--- src/sv/kpar_pkg.sv ---
// Shared types and constants for the key pair axis ramp block.
// No dependencies; every other file refers to it by scoped names.
package kpar_pkg;

  localparam int unsigned KEY_W     = 8;
  localparam int unsigned STEP_W    = 10;
  localparam int unsigned TIMER_W   = 16;
  localparam int unsigned AXIS_W    = 10;
  // Headroom for axis plus or minus the widest step
  localparam int unsigned AXIS_EXT_W = 12;
  localparam int unsigned CFG_IDX_W = 2;
  localparam int unsigned CFG_DATA_W = 10;

  localparam logic [TIMER_W-1:0] RELEASE_MS  = 16'd150;
  localparam logic [TIMER_W-1:0] TIMER_RESET = 16'd9999;
  localparam logic [TIMER_W-1:0] TIMER_MAX   = 16'hFFFF;
  localparam logic [STEP_W-1:0]  DEFAULT_STEP = 10'd16;
  localparam logic signed [AXIS_EXT_W-1:0] AXIS_LIMIT = 12'sd256;

  typedef enum logic [CFG_IDX_W-1:0] {
    REG_POSITIVE_KEY = 2'd0,
    REG_NEGATIVE_KEY = 2'd1,
    REG_STEP_SIZE    = 2'd2,
    REG_AUTO_RETURN  = 2'd3
  } cfg_reg_t;

  typedef enum logic {
    CMD_BYTE = 1'b0,
    CMD_TICK = 1'b1
  } cmd_t;

endpackage

--- src/sv/kpar_in_if.sv ---
// Input request channel: valid/ready handshake with byte or tick payload.
// Depends on kpar_pkg for field widths.
interface kpar_in_if;
  logic                        valid;
  logic                        ready;
  logic                        cmd;
  logic [kpar_pkg::KEY_W-1:0]   rx_byte;
  logic [kpar_pkg::TIMER_W-1:0] elapsed_ms;

  modport source (output valid, cmd, rx_byte, elapsed_ms, input ready);
  modport sink   (input valid, cmd, rx_byte, elapsed_ms, output ready);
endinterface

--- src/sv/kpar_out_if.sv ---
// Result channel: valid/ready handshake carrying axis value and held flags.
// Depends on kpar_pkg for field widths.
interface kpar_out_if;
  logic                              valid;
  logic                              ready;
  logic signed [kpar_pkg::AXIS_W-1:0] axis_out;
  logic                              pos_held;
  logic                              neg_held;

  modport source (output valid, axis_out, pos_held, neg_held, input ready);
  modport sink   (input valid, axis_out, pos_held, neg_held, output ready);
endinterface

--- src/sv/key_pair_axis_ramp.sv ---
// The result of an accepted request is registered and shows in the cycle after it is accepted.
// Throughput: one request per cycle while each result is taken; a single result register lets
// the input accept a new request in the same cycle the waiting result is taken.
// Reset (rst_n, synchronous, active low): axis 0, both keys released, both
// elapsed counters 9999, keys 0, step 16, auto-return off, no result pending.
// Depends on kpar_pkg, kpar_in_if and kpar_out_if.
module key_pair_axis_ramp (
  input  logic                             clk,
  input  logic                             rst_n,
  kpar_in_if.sink                          in_if,
  kpar_out_if.source                       out_if,
  input  logic                             cfg_we,
  input  logic [kpar_pkg::CFG_IDX_W-1:0]   cfg_idx,
  input  logic [kpar_pkg::CFG_DATA_W-1:0]  cfg_wdata
);

  // Configuration registers
  logic [kpar_pkg::KEY_W-1:0]  pos_key_r;
  logic [kpar_pkg::KEY_W-1:0]  neg_key_r;
  logic [kpar_pkg::STEP_W-1:0] step_size_r;
  logic                        auto_return_r;

  // Block state
  logic signed [kpar_pkg::AXIS_W-1:0] axis_r, axis_nxt;
  logic [kpar_pkg::TIMER_W-1:0]       pos_timer_r, pos_timer_nxt;
  logic [kpar_pkg::TIMER_W-1:0]       neg_timer_r, neg_timer_nxt;
  logic                               pos_down_r, pos_down_nxt;
  logic                               neg_down_r, neg_down_nxt;

  // Result register
  logic                               out_valid_r;
  logic signed [kpar_pkg::AXIS_W-1:0] out_axis_r;
  logic                               out_pos_r;
  logic                               out_neg_r;

  logic in_acc;

  // Tick datapath
  logic [kpar_pkg::TIMER_W:0]             pos_sum, neg_sum;
  logic [kpar_pkg::TIMER_W-1:0]           pos_sat, neg_sat;
  logic                                   pos_tick, neg_tick;
  logic [kpar_pkg::STEP_W-1:0]            step_eff;
  logic signed [kpar_pkg::AXIS_EXT_W-1:0] axis_ext, step_ext, up_val, dn_val;

  // Accept whenever the result register is empty or being drained this cycle
  assign in_if.ready = !out_valid_r || out_if.ready;
  assign in_acc      = in_if.valid && in_if.ready;

  assign out_if.valid    = out_valid_r;
  assign out_if.axis_out = out_axis_r;
  assign out_if.pos_held = out_pos_r;
  assign out_if.neg_held = out_neg_r;

  // Configuration writes; every index value names one of the four registers
  always_ff @(posedge clk) begin
    if (!rst_n) begin
      pos_key_r     <= '0;
      neg_key_r     <= '0;
      step_size_r   <= kpar_pkg::DEFAULT_STEP;
      auto_return_r <= 1'b0;
    end else if (cfg_we) begin
      case (kpar_pkg::cfg_reg_t'(cfg_idx))
        kpar_pkg::REG_POSITIVE_KEY: pos_key_r     <= cfg_wdata[kpar_pkg::KEY_W-1:0];
        kpar_pkg::REG_NEGATIVE_KEY: neg_key_r     <= cfg_wdata[kpar_pkg::KEY_W-1:0];
        kpar_pkg::REG_STEP_SIZE:    step_size_r   <= cfg_wdata[kpar_pkg::STEP_W-1:0];
        kpar_pkg::REG_AUTO_RETURN:  auto_return_r <= cfg_wdata[0];
        default: ;
      endcase
    end
  end

  // Tick arithmetic: saturating counters, then release, then axis step
  always_comb begin
    pos_sum  = {1'b0, pos_timer_r} + {1'b0, in_if.elapsed_ms};
    neg_sum  = {1'b0, neg_timer_r} + {1'b0, in_if.elapsed_ms};
    // Clamp at the counter ceiling rather than wrap
    pos_sat  = pos_sum[kpar_pkg::TIMER_W] ? kpar_pkg::TIMER_MAX
                                          : pos_sum[kpar_pkg::TIMER_W-1:0];
    neg_sat  = neg_sum[kpar_pkg::TIMER_W] ? kpar_pkg::TIMER_MAX
                                          : neg_sum[kpar_pkg::TIMER_W-1:0];
    pos_tick = pos_down_r && !(pos_sat > kpar_pkg::RELEASE_MS);
    neg_tick = neg_down_r && !(neg_sat > kpar_pkg::RELEASE_MS);

    // A zero step falls back to the default
    step_eff = (step_size_r == '0) ? kpar_pkg::DEFAULT_STEP : step_size_r;
    axis_ext = kpar_pkg::AXIS_EXT_W'(axis_r);
    step_ext = $signed({{(kpar_pkg::AXIS_EXT_W-kpar_pkg::STEP_W){1'b0}}, step_eff});
    up_val   = axis_ext + step_ext;
    dn_val   = axis_ext - step_ext;
  end

  // Next state for the request at the input
  always_comb begin
    axis_nxt      = axis_r;
    pos_timer_nxt = pos_timer_r;
    neg_timer_nxt = neg_timer_r;
    pos_down_nxt  = pos_down_r;
    neg_down_nxt  = neg_down_r;
    case (kpar_pkg::cmd_t'(in_if.cmd))
      kpar_pkg::CMD_BYTE: begin
        // Positive key wins when both keys share a code
        if (in_if.rx_byte == pos_key_r) begin
          pos_down_nxt  = 1'b1;
          pos_timer_nxt = '0;
        end else if (in_if.rx_byte == neg_key_r) begin
          neg_down_nxt  = 1'b1;
          neg_timer_nxt = '0;
        end
      end
      kpar_pkg::CMD_TICK: begin
        pos_timer_nxt = pos_sat;
        neg_timer_nxt = neg_sat;
        pos_down_nxt  = pos_tick;
        neg_down_nxt  = neg_tick;
        if (pos_tick && !neg_tick) begin
          // Ramp up, clamp at the upper limit
          axis_nxt = (up_val > kpar_pkg::AXIS_LIMIT) ? kpar_pkg::AXIS_W'(kpar_pkg::AXIS_LIMIT)
                                                     : kpar_pkg::AXIS_W'(up_val);
        end else if (neg_tick && !pos_tick) begin
          // Ramp down, clamp at the lower limit
          axis_nxt = (dn_val < -kpar_pkg::AXIS_LIMIT) ? kpar_pkg::AXIS_W'(-kpar_pkg::AXIS_LIMIT)
                                                      : kpar_pkg::AXIS_W'(dn_val);
        end else if (auto_return_r) begin
          // Return toward zero without passing it
          if (axis_r > 0) begin
            axis_nxt = (dn_val < 0) ? '0 : kpar_pkg::AXIS_W'(dn_val);
          end else if (axis_r < 0) begin
            axis_nxt = (up_val > 0) ? '0 : kpar_pkg::AXIS_W'(up_val);
          end
        end
      end
      default: ;
    endcase
  end

  // Advance state on every accepted request
  always_ff @(posedge clk) begin
    if (!rst_n) begin
      axis_r      <= '0;
      pos_timer_r <= kpar_pkg::TIMER_RESET;
      neg_timer_r <= kpar_pkg::TIMER_RESET;
      pos_down_r  <= 1'b0;
      neg_down_r  <= 1'b0;
    end else if (in_acc) begin
      axis_r      <= axis_nxt;
      pos_timer_r <= pos_timer_nxt;
      neg_timer_r <= neg_timer_nxt;
      pos_down_r  <= pos_down_nxt;
      neg_down_r  <= neg_down_nxt;
    end
  end

  // Result register: load on accept, hold while stalled, drop once taken
  always_ff @(posedge clk) begin
    if (!rst_n) begin
      out_valid_r <= 1'b0;
    end else if (in_acc) begin
      out_valid_r <= 1'b1;
    end else if (out_if.ready) begin
      out_valid_r <= 1'b0;
    end
  end

  always_ff @(posedge clk) begin
    if (in_acc) begin
      out_axis_r <= axis_nxt;
      out_pos_r  <= pos_down_nxt;
      out_neg_r  <= neg_down_nxt;
    end
  end

`ifndef NO_ASSERTIONS
  // Axis never leaves the clamp range
  a_axis_range: assert property (@(posedge clk) disable iff (!rst_n)
    (axis_r <= 10'sd256) && (axis_r >= -10'sd256))
    else $error("axis outside clamp range");

  // A held key always has a counter within the release window
  a_pos_window: assert property (@(posedge clk) disable iff (!rst_n)
    pos_down_r |-> (pos_timer_r <= kpar_pkg::RELEASE_MS))
    else $error("positive key held past release time");

  a_neg_window: assert property (@(posedge clk) disable iff (!rst_n)
    neg_down_r |-> (neg_timer_r <= kpar_pkg::RELEASE_MS))
    else $error("negative key held past release time");

  // A tick can release a key but never press one; checked for the positive key
  a_tick_no_press: assert property (@(posedge clk) disable iff (!rst_n)
    (in_acc && in_if.cmd && !pos_down_r) |=> !pos_down_r)
    else $error("tick pressed the positive key");

  // Every accepted request leaves a pending result matching the axis and positive key state
  a_result_loaded: assert property (@(posedge clk) disable iff (!rst_n)
    in_acc |=> (out_valid_r && out_axis_r == axis_r && out_pos_r == pos_down_r))
    else $error("result register does not reflect updated state");
`endif

endmodule

--- src/flat_wrapper.sv ---
// flat-port wrapper written by rule: the top's interface ports become plain ports
module key_pair_axis_ramp_flat 
  (clk, rst_n, cfg_we, cfg_idx, cfg_wdata, in_if_valid, in_if_cmd, in_if_rx_byte, in_if_elapsed_ms, in_if_ready, out_if_valid, out_if_axis_out, out_if_pos_held, out_if_neg_held, out_if_ready);
  kpar_in_if in_if_i ();
  kpar_out_if out_if_i ();
  input  logic clk;
  input  logic rst_n;
  input  logic cfg_we;
  input  logic [kpar_pkg::CFG_IDX_W-1:0] cfg_idx;
  input  logic [kpar_pkg::CFG_DATA_W-1:0] cfg_wdata;
  input wire logic [$bits(in_if_i.valid)-1:0] in_if_valid;
  input wire logic [$bits(in_if_i.cmd)-1:0] in_if_cmd;
  input wire logic [$bits(in_if_i.rx_byte)-1:0] in_if_rx_byte;
  input wire logic [$bits(in_if_i.elapsed_ms)-1:0] in_if_elapsed_ms;
  output wire logic [$bits(in_if_i.ready)-1:0] in_if_ready;
  output wire logic [$bits(out_if_i.valid)-1:0] out_if_valid;
  output wire logic [$bits(out_if_i.axis_out)-1:0] out_if_axis_out;
  output wire logic [$bits(out_if_i.pos_held)-1:0] out_if_pos_held;
  output wire logic [$bits(out_if_i.neg_held)-1:0] out_if_neg_held;
  input wire logic [$bits(out_if_i.ready)-1:0] out_if_ready;
  assign in_if_i.valid = in_if_valid;
  assign in_if_i.cmd = in_if_cmd;
  assign in_if_i.rx_byte = in_if_rx_byte;
  assign in_if_i.elapsed_ms = in_if_elapsed_ms;
  assign in_if_ready = in_if_i.ready;
  assign out_if_valid = out_if_i.valid;
  assign out_if_axis_out = out_if_i.axis_out;
  assign out_if_pos_held = out_if_i.pos_held;
  assign out_if_neg_held = out_if_i.neg_held;
  assign out_if_i.ready = out_if_ready;
  key_pair_axis_ramp u_core (.clk(clk), .rst_n(rst_n), .in_if(in_if_i), .out_if(out_if_i), .cfg_we(cfg_we), .cfg_idx(cfg_idx), .cfg_wdata(cfg_wdata));
endmodule
--- config.mk ---
export PLATFORM = sky130hd
export DESIGN_NAME = key_pair_axis_ramp_flat
export DESIGN_NICKNAME = d
export VERILOG_FILES = /design/src/sv/kpar_pkg.sv /design/src/sv/kpar_in_if.sv /design/src/sv/kpar_out_if.sv /design/src/sv/key_pair_axis_ramp.sv /design/src/flat_wrapper.sv
export SDC_FILE = /design/constraint.sdc
export NUM_CORES = 1
export LEC_CHECK = 0
export ABC_AREA = 1
export BUFFER_PORTS_ARGS = -buffer_cell sky130_fd_sc_hd__buf_2
export CELL_PAD_IN_SITES_DETAIL_PLACEMENT = 1
export CELL_PAD_IN_SITES_GLOBAL_PLACEMENT = 1
export CORE_ASPECT_RATIO = 0.9
export CORE_UTILIZATION = 45
export DETAILED_ROUTE_END_ITERATION = 8
export GPL_ROUTABILITY_DRIVEN = 0
export HOLD_SLACK_MARGIN = 0.03
export PLACE_DENSITY = 0.82
export SLEW_MARGIN = 20
export SYNTH_ARGS = -nofsm -noshare
export SYNTH_HDL_FRONTEND = slang
export SYNTH_SLANG_ARGS = --single-unit
--- constraint.sdc ---
create_clock -name clk -period 7.32 [get_ports clk]
set_clock_uncertainty 0.05 [all_clocks]
set_input_delay 1.464 -clock clk [delete_from_list [all_inputs] [get_ports clk]]
set_output_delay 1.464 -clock clk [all_outputs]
set_load 0.005 [all_outputs]
After elaboration in Yosys (flattened, before gate mapping)
Cells that the tools add are included.
{"block": "word_totals", "reg_bits": 84, "latch_bits": 0, "ramBits": 0, "mem_bits_ro": 0, "in_bits": 42, "output_inout_bits": 14, "elab_cells": 79, "n_memories": 0}
{"block": "classes", "n_addsub": 4, "multipliers": 0, "n_div": 0, "order_cmp": 8, "eq_ne": 8, "shift": 0, "mux": 25, "n_bitwise": 1, "n_reduce_logical": 20}
{"cell": "two-way mux 10 bit", "count": 11}
{"cell": "two-way mux 16 bit", "count": 5}
{"cell": "case mux 16 bit (2 select lines)", "count": 2}
{"cell": "adder 16 x 16 -> 17 bit", "count": 2}
{"cell": "> comparator 16 x 8 -> 1 bit, second input constant", "count": 2}
{"cell": "equality test 8 bit", "count": 2}
{"cell": "adder 10 x 11 -> 12 bit", "count": 1}
{"cell": "> comparator 12 x 1 -> 1 bit, second input constant", "count": 1}
{"cell": "> comparator 12 x 10 -> 1 bit, second input constant", "count": 1}
{"cell": "< comparator 12 x 1 -> 1 bit, second input constant", "count": 1}
{"cell": "< comparator 12 x 9 -> 1 bit, second input constant", "count": 1}
{"cell": "subtractor 10 x 11 -> 12 bit", "count": 1}
{"cell": "> comparator 10 x 1 -> 1 bit, second input constant", "count": 1}
{"cell": "logical NOT 10 bit", "count": 1}
{"cell": "< comparator 10 x 1 -> 1 bit, second input constant", "count": 1}
{"cell": "AND reduction 2 bit", "count": 5}
{"cell": "logical AND 1 bit", "count": 5}
{"cell": "logical NOT 1 bit", "count": 5}
{"cell": "two-way mux 1 bit", "count": 5}
{"cell": "equality test 2 bit, second input constant", "count": 2}
{"cell": "!= test 2 x 1 -> 1 bit, second input constant", "count": 2}
{"cell": "case mux 1 bit (2 select lines)", "count": 2}
{"cell": "AND reduction 3 bit", "count": 1}
{"cell": "equality test 2 x 1 -> 1 bit, second input constant", "count": 1}
{"cell": "5 further kinds", "count": 5}

Logic depth before layout (Yosys ltp)
{"block": "depth", "word_depth": 11, "ltp_mapped": 23, "mapped_depth_nobuf": 23}

Worst setup path after synthesis
Ideal clock, no wire load.
{"block": "synth_timing", "path_type": "input-to-reg", "from": "in in_if_elapsed_ms[0]", "to": "reg u_core.out_axis_r (netlist bit u_core.out_if.axis_out[2]), data pin", "setup_ns": 0.253, "arrival_time_ns": 3.701, "required_time_ns": 7.017, "slack_ns": 3.316, "stages": 19, "n_path_buf": 0, "path_cell_list": "ha_1 -> fa_1 -> nand3_1 -> nand3_2 -> nand2_2 -> nand2_2 -> nand2_2 -> nand3_4 -> or2_1 -> nor2_1 -> nand2_1 -> nand2_2 -> inv_2 -> nor2_8 -> nand2_4 -> nand3_1 -> nand3_1 -> o21ai_1 -> inv_1"}
{"block": "synth_between", "elab_chain_cells": 10, "word_cells_on_any_way": 17, "classes_between": "add/sub (2); order compare (2); mux (5); reduce/logical (8)"}
{"element": "start: declaration", "line": "flat_wrapper.sv:14", "text": "input wire logic [$bits(in_if_i.elapsed_ms)-1:0] in_if_elapsed_ms;"}
{"element": "adder 16 x 16 -> 17 bit", "line": "key_pair_axis_ramp.sv:74", "text": "pos_sum = {1'b0, pos_timer_r} + {1'b0, in_if.elapsed_ms};"}
{"element": "two-way mux 16 bit", "line": "key_pair_axis_ramp.sv:77", "text": "pos_sat = pos_sum[kpar_pkg::TIMER_W] ? kpar_pkg::TIMER_MAX"}
{"element": "> comparator 16 x 8 -> 1 bit", "line": "key_pair_axis_ramp.sv:81", "text": "pos_tick = pos_down_r && !(pos_sat > kpar_pkg::RELEASE_MS);"}
{"element": "logical NOT 1 bit", "line": "key_pair_axis_ramp.sv:81"}
{"element": "logical AND 1 bit", "line": "key_pair_axis_ramp.sv:81"}
{"element": "logical NOT 1 bit", "line": "key_pair_axis_ramp.sv:119", "text": "end else if (neg_tick && !pos_tick) begin"}
{"element": "logical AND 1 bit", "line": "key_pair_axis_ramp.sv:119"}
{"element": "two-way mux 10 bit", "line": "key_pair_axis_ramp.sv:119"}
{"element": "two-way mux 10 bit (*)", "line": "key_pair_axis_ramp.sv:115", "text": "if (pos_tick && !neg_tick) begin"}
{"element": "two-way mux 10 bit (*)", "line": "key_pair_axis_ramp.sv:99", "text": "case (kpar_pkg::cmd_t'(in_if.cmd))"}
{"element": "via u_core.axis_nxt, one bit", "line": "key_pair_axis_ramp.sv:24", "text": "logic signed [kpar_pkg::AXIS_W-1:0] axis_r, axis_nxt;"}
{"element": "end signal: assignment", "line": "key_pair_axis_ramp.sv:166", "text": "out_axis_r <= axis_nxt;"}
{"element": "end: declaration", "line": "key_pair_axis_ramp.sv:32", "text": "logic signed [kpar_pkg::AXIS_W-1:0] out_axis_r;"}
The timed path passes the listed nets; every way through them passes the cells marked *.
A chain may end at the register's enable or synchronous reset.

Worst setup path in the final report
{"block": "layout_timing", "from": "in in_if_elapsed_ms[0]", "to": "reg u_core.out_axis_r (netlist bit u_core.out_if.axis_out[6]), data pin"}
Same word-level chain as after synthesis.

==> results.cfg <==
[run_status]
status = completed

[die]
ios = 56
start_util_pct = 46.0
coreArea_um2 = 16900
die_area_um2 = 17800
fp.dieW_um = 141
std_cell_rows = 45
die_height_um = 127

[synth]
synth_top_family_by_area = simple AND/OR/NAND/NOR gates
yosys.area_share.simple_pct = 38.7
synth_top_area_cell = dfxtp_1
synthFlopType = dfxtp_1
ys_ff_latch = 84
synth.most_common_cell = nand2_1
synth.area.mux_share_pct = 0
syn_area_um2 = 7780
syn_inst = 1229
synthAdderAreaFrac_pct = 9.72
netlist_top_cells_count = nand2_1, inv_1, nor2_1
synthTopCellsByArea = dfxtp_1, nand2_1, ha_1
yosysUniqueCellTypes = 53
yosys_warnings = 0
avgSynthCellArea_um2 = 6.33
yosysTopAreaCellShare_pct = 18.5
synth-xor-area-share_pct = 4.51
yosysSeqAreaShare_pct = 23.2
synth-edff-count = 12
async_flop_share_pct = 0
synth-compound-area-share_pct = 13.2
synthesis.nets = 1329

[pwr]
p_switching_mw = 0.717
p_leak_nw = 4.43
seq_power_share_pct = 31.8
power_density_nw_per_um2 = 198
clkPwrFrac_pct = 28.2
internal-power_mw = 0.959
peakVddDrop_uv = 119
switching_share_pct = 42.8
pwr-share-comb_pct = 40.0

[detailed_routing]
drtIter0Drc = 391
wl_per_cell_um = 17.5
vias = 8095
route.detailed.drc = 0
drtPass1Iterations = 5
ant_nets = 0
routed_via_density = 5.47
totalWireLength_um = 25900

[clocking]
cts_tree = done
numCtsBuffers = 9
post_cts_resized = 0
cts_buffer_depth = 2
cts.sinks = 84
cts_setup_buffers = 0
clk_pin_slew_worst_paths_ns = 0.07
ctsHtreeMaxLevel = 3
hold_buffers = 0
clk_latency_ns = 0.36
root_buffer = clkbuf_16

[global_route]
grt_pass1_vias = 8066
track_usage_pct = 30.4
grt_pass1_wl_um = 42200
gr-total-overflow = 0
grt_start_max_net_pins = 39
grt_antenna_before_repair = 0

[critical_path]
crit_type = primary input to register
cp_slowest_cell = fa_1
crit_chain = buf_2 > ha_1 > fa_1 > nand3_2 > nand3_2 > nand2_2 > nand2_2 > nand2_2 > nand3_2 > or2_1 > nor2_2 > nand2_2 > nand2_4 > inv_4 > nor2_8 > nand2_4 > nand3_1 > nand3_1 > o21ai_1 > inv_1
r2r_slack_ns = 3.62
critical_path.endpoint_type = register
worst-path-max-fanout = 11
start_kind = primary input
cp.required_ns = 7.39
critPathMostFrequentCell = nand2_2
r2r-end = u_core.out_if.axis_out[3]
worstPathArrival_ns = 4.21
max_stage_delay_ns = 0.44
critical_path.reg2reg.startpoint = u_core.axis_r[9]
reg2regPathDepth = 14
worstSetupStartpoint = in_if_elapsed_ms[0]

[sta]
slew_headroom_pct = 37.7
whs_ns = 0.420
timing.setup.tns_ns = 0
hold_violations = 0
setup_slack_ns = 3.17
rsz0062_at_grt = no
max_clock_freq_mhz = 241
setup_viol = 0
post-route-min-period_ns = 4.15
drv_slew = 0
max_slew.worst_pin.slew_ns = 0.933
fin_crit_sh_pct = 56.7

[hold_path]
hold_end = u_core.pos_timer_r[5]
hp-class = register to register
hold_depth = 2
worstHoldStart = u_core.pos_timer_r[5]

[place]
port_buffers = 55
place_ws_ns = 2.83
placed_cells = 1465
dp_hpwl_um = 21200

[layout]
final_cells = 1481
n_antenna_cell = 0
fin_nets = 1365
drive_gt1_share_pct = 11.8
fill_cells = 2325
fin_util_pct = 50.2
area_growth_pct = 9.12

[job]
maxCapViolCount = 0
==> how the worst max path moves through the flow <==
stage | slack [ns] | to | depth (start not counted)
after floorplan | 3.32 | u_core.out_if.axis_out[2] | 19
after global placement | 2.98 | u_core.out_if.axis_out[6] | 20
after detailed placement | 2.83 | u_core.out_if.axis_out[6] | 20
after CTS | 3.19 | u_core.out_if.axis_out[6] | 20
after global routing | 2.95 | u_core.out_if.axis_out[6] | 20
final | 3.17 | u_core.out_if.axis_out[6] | 20
==> final cells by class <==
cell class              count  area, um2  area share (%)
clock inverters             7       66.3           0.781
repair buffers             59        305            3.60
inverters                 180        678            7.99
well taps                 211        264            3.11
multi-input cells         931       5140            60.6
clock buffers               9        225            2.65
flip-flops and latches     84       1800            21.2
==> layer usage <==
| layer | share of wire (%) | routed length (um) | global-route usage [%] |
|---|---|---|---|
| met2 | 44 | 11500 | 48.6 |
| met4 | 1.1 | 282 | 5.75 |
| met3 | 3.9 | 1020 | 4.23 |
| met5 | 0 | 0 | 0 |
| met1 | 51 | 13100 | 43.6 |
==> power by group through the flow <==
stage	Clock [mW]	Sequential, mW	Combinational [mW]
2_1_floorplan	0	0.530	0.488
3_3_place_gp	0	0.542	0.638
3_5_place_dp	0	0.543	0.659
4_1_cts	0.478	0.533	0.665
5_1_grt	0.493	0.536	0.749
6_report	0.473	0.533	0.671
==> flip-flops by register name (all words and copies together) (netlist names) <==
signal and flops:
u_core.out_if.pos_held 1, u_core.neg_timer_r 16, u_core.neg_down_r 1, u_core.pos_down_r 1
u_core.auto_return_r 1, u_core.out_if.valid 1, u_core.pos_key_r 8, u_core.pos_timer_r 16
u_core.neg_key_r 8, u_core.out_if.neg_held 1, u_core.step_size_r 10, u_core.axis_r 10
u_core.out_if.axis_out 10
==> cell usage in the layout, fill, tap and decap left out, drive strengths merged <==
cell    instances
edfxtp         12
buf            59
nand3         126
a22oi           9
a211oi          1
a41oi           1
and2            8
or2             7
fa              4
nand2         348
a221o           3
nor2          127
dfxtp          72
o21bai          8
a21o            1
o21ai          60
a21boi          2
nor3            9
clkinv          5
nand4          29
nor4            3
xor2           35
clkbuf          9
inv           182
nand3b          1
xnor2           5
a31oi           1
a21oi          84
o211ai          3
ha             54
o21a            2
==> kinds of logic after synthesis <==
kind of cell / count (synthesis)
fa+ha+maj: 58
compound gates: 175
flops: 84
buf+inv: 214
xor+xnor: 40
simple gates: 658
==> critical path, delay by kind of cell <==
| family | cells | cell delay (ns) |
|---|---|---|
| adder cells (fa/ha/maj) | 2 | 0.67 |
| AO/OA/AOI/OAI | 1 | 0.08 |
| buffers and inverters | 3 | 0.21 |
| AND/OR/NAND/NOR | 14 | 1.76 |
==> stage by stage <==
| step | power (mW) | instance area [um2] |
|---|---|---|
| finish | 1.68 | 8490 |
| global route | 1.78 | 8490 |
| CTS | 1.68 | 8490 |
| detailed placement | 1.20 | 8190 |
| global placement | 1.18 | 8190 |
| floorplan | 1.02 | 7780 |
Note: power is estimated with default switching activity, not from simulation.
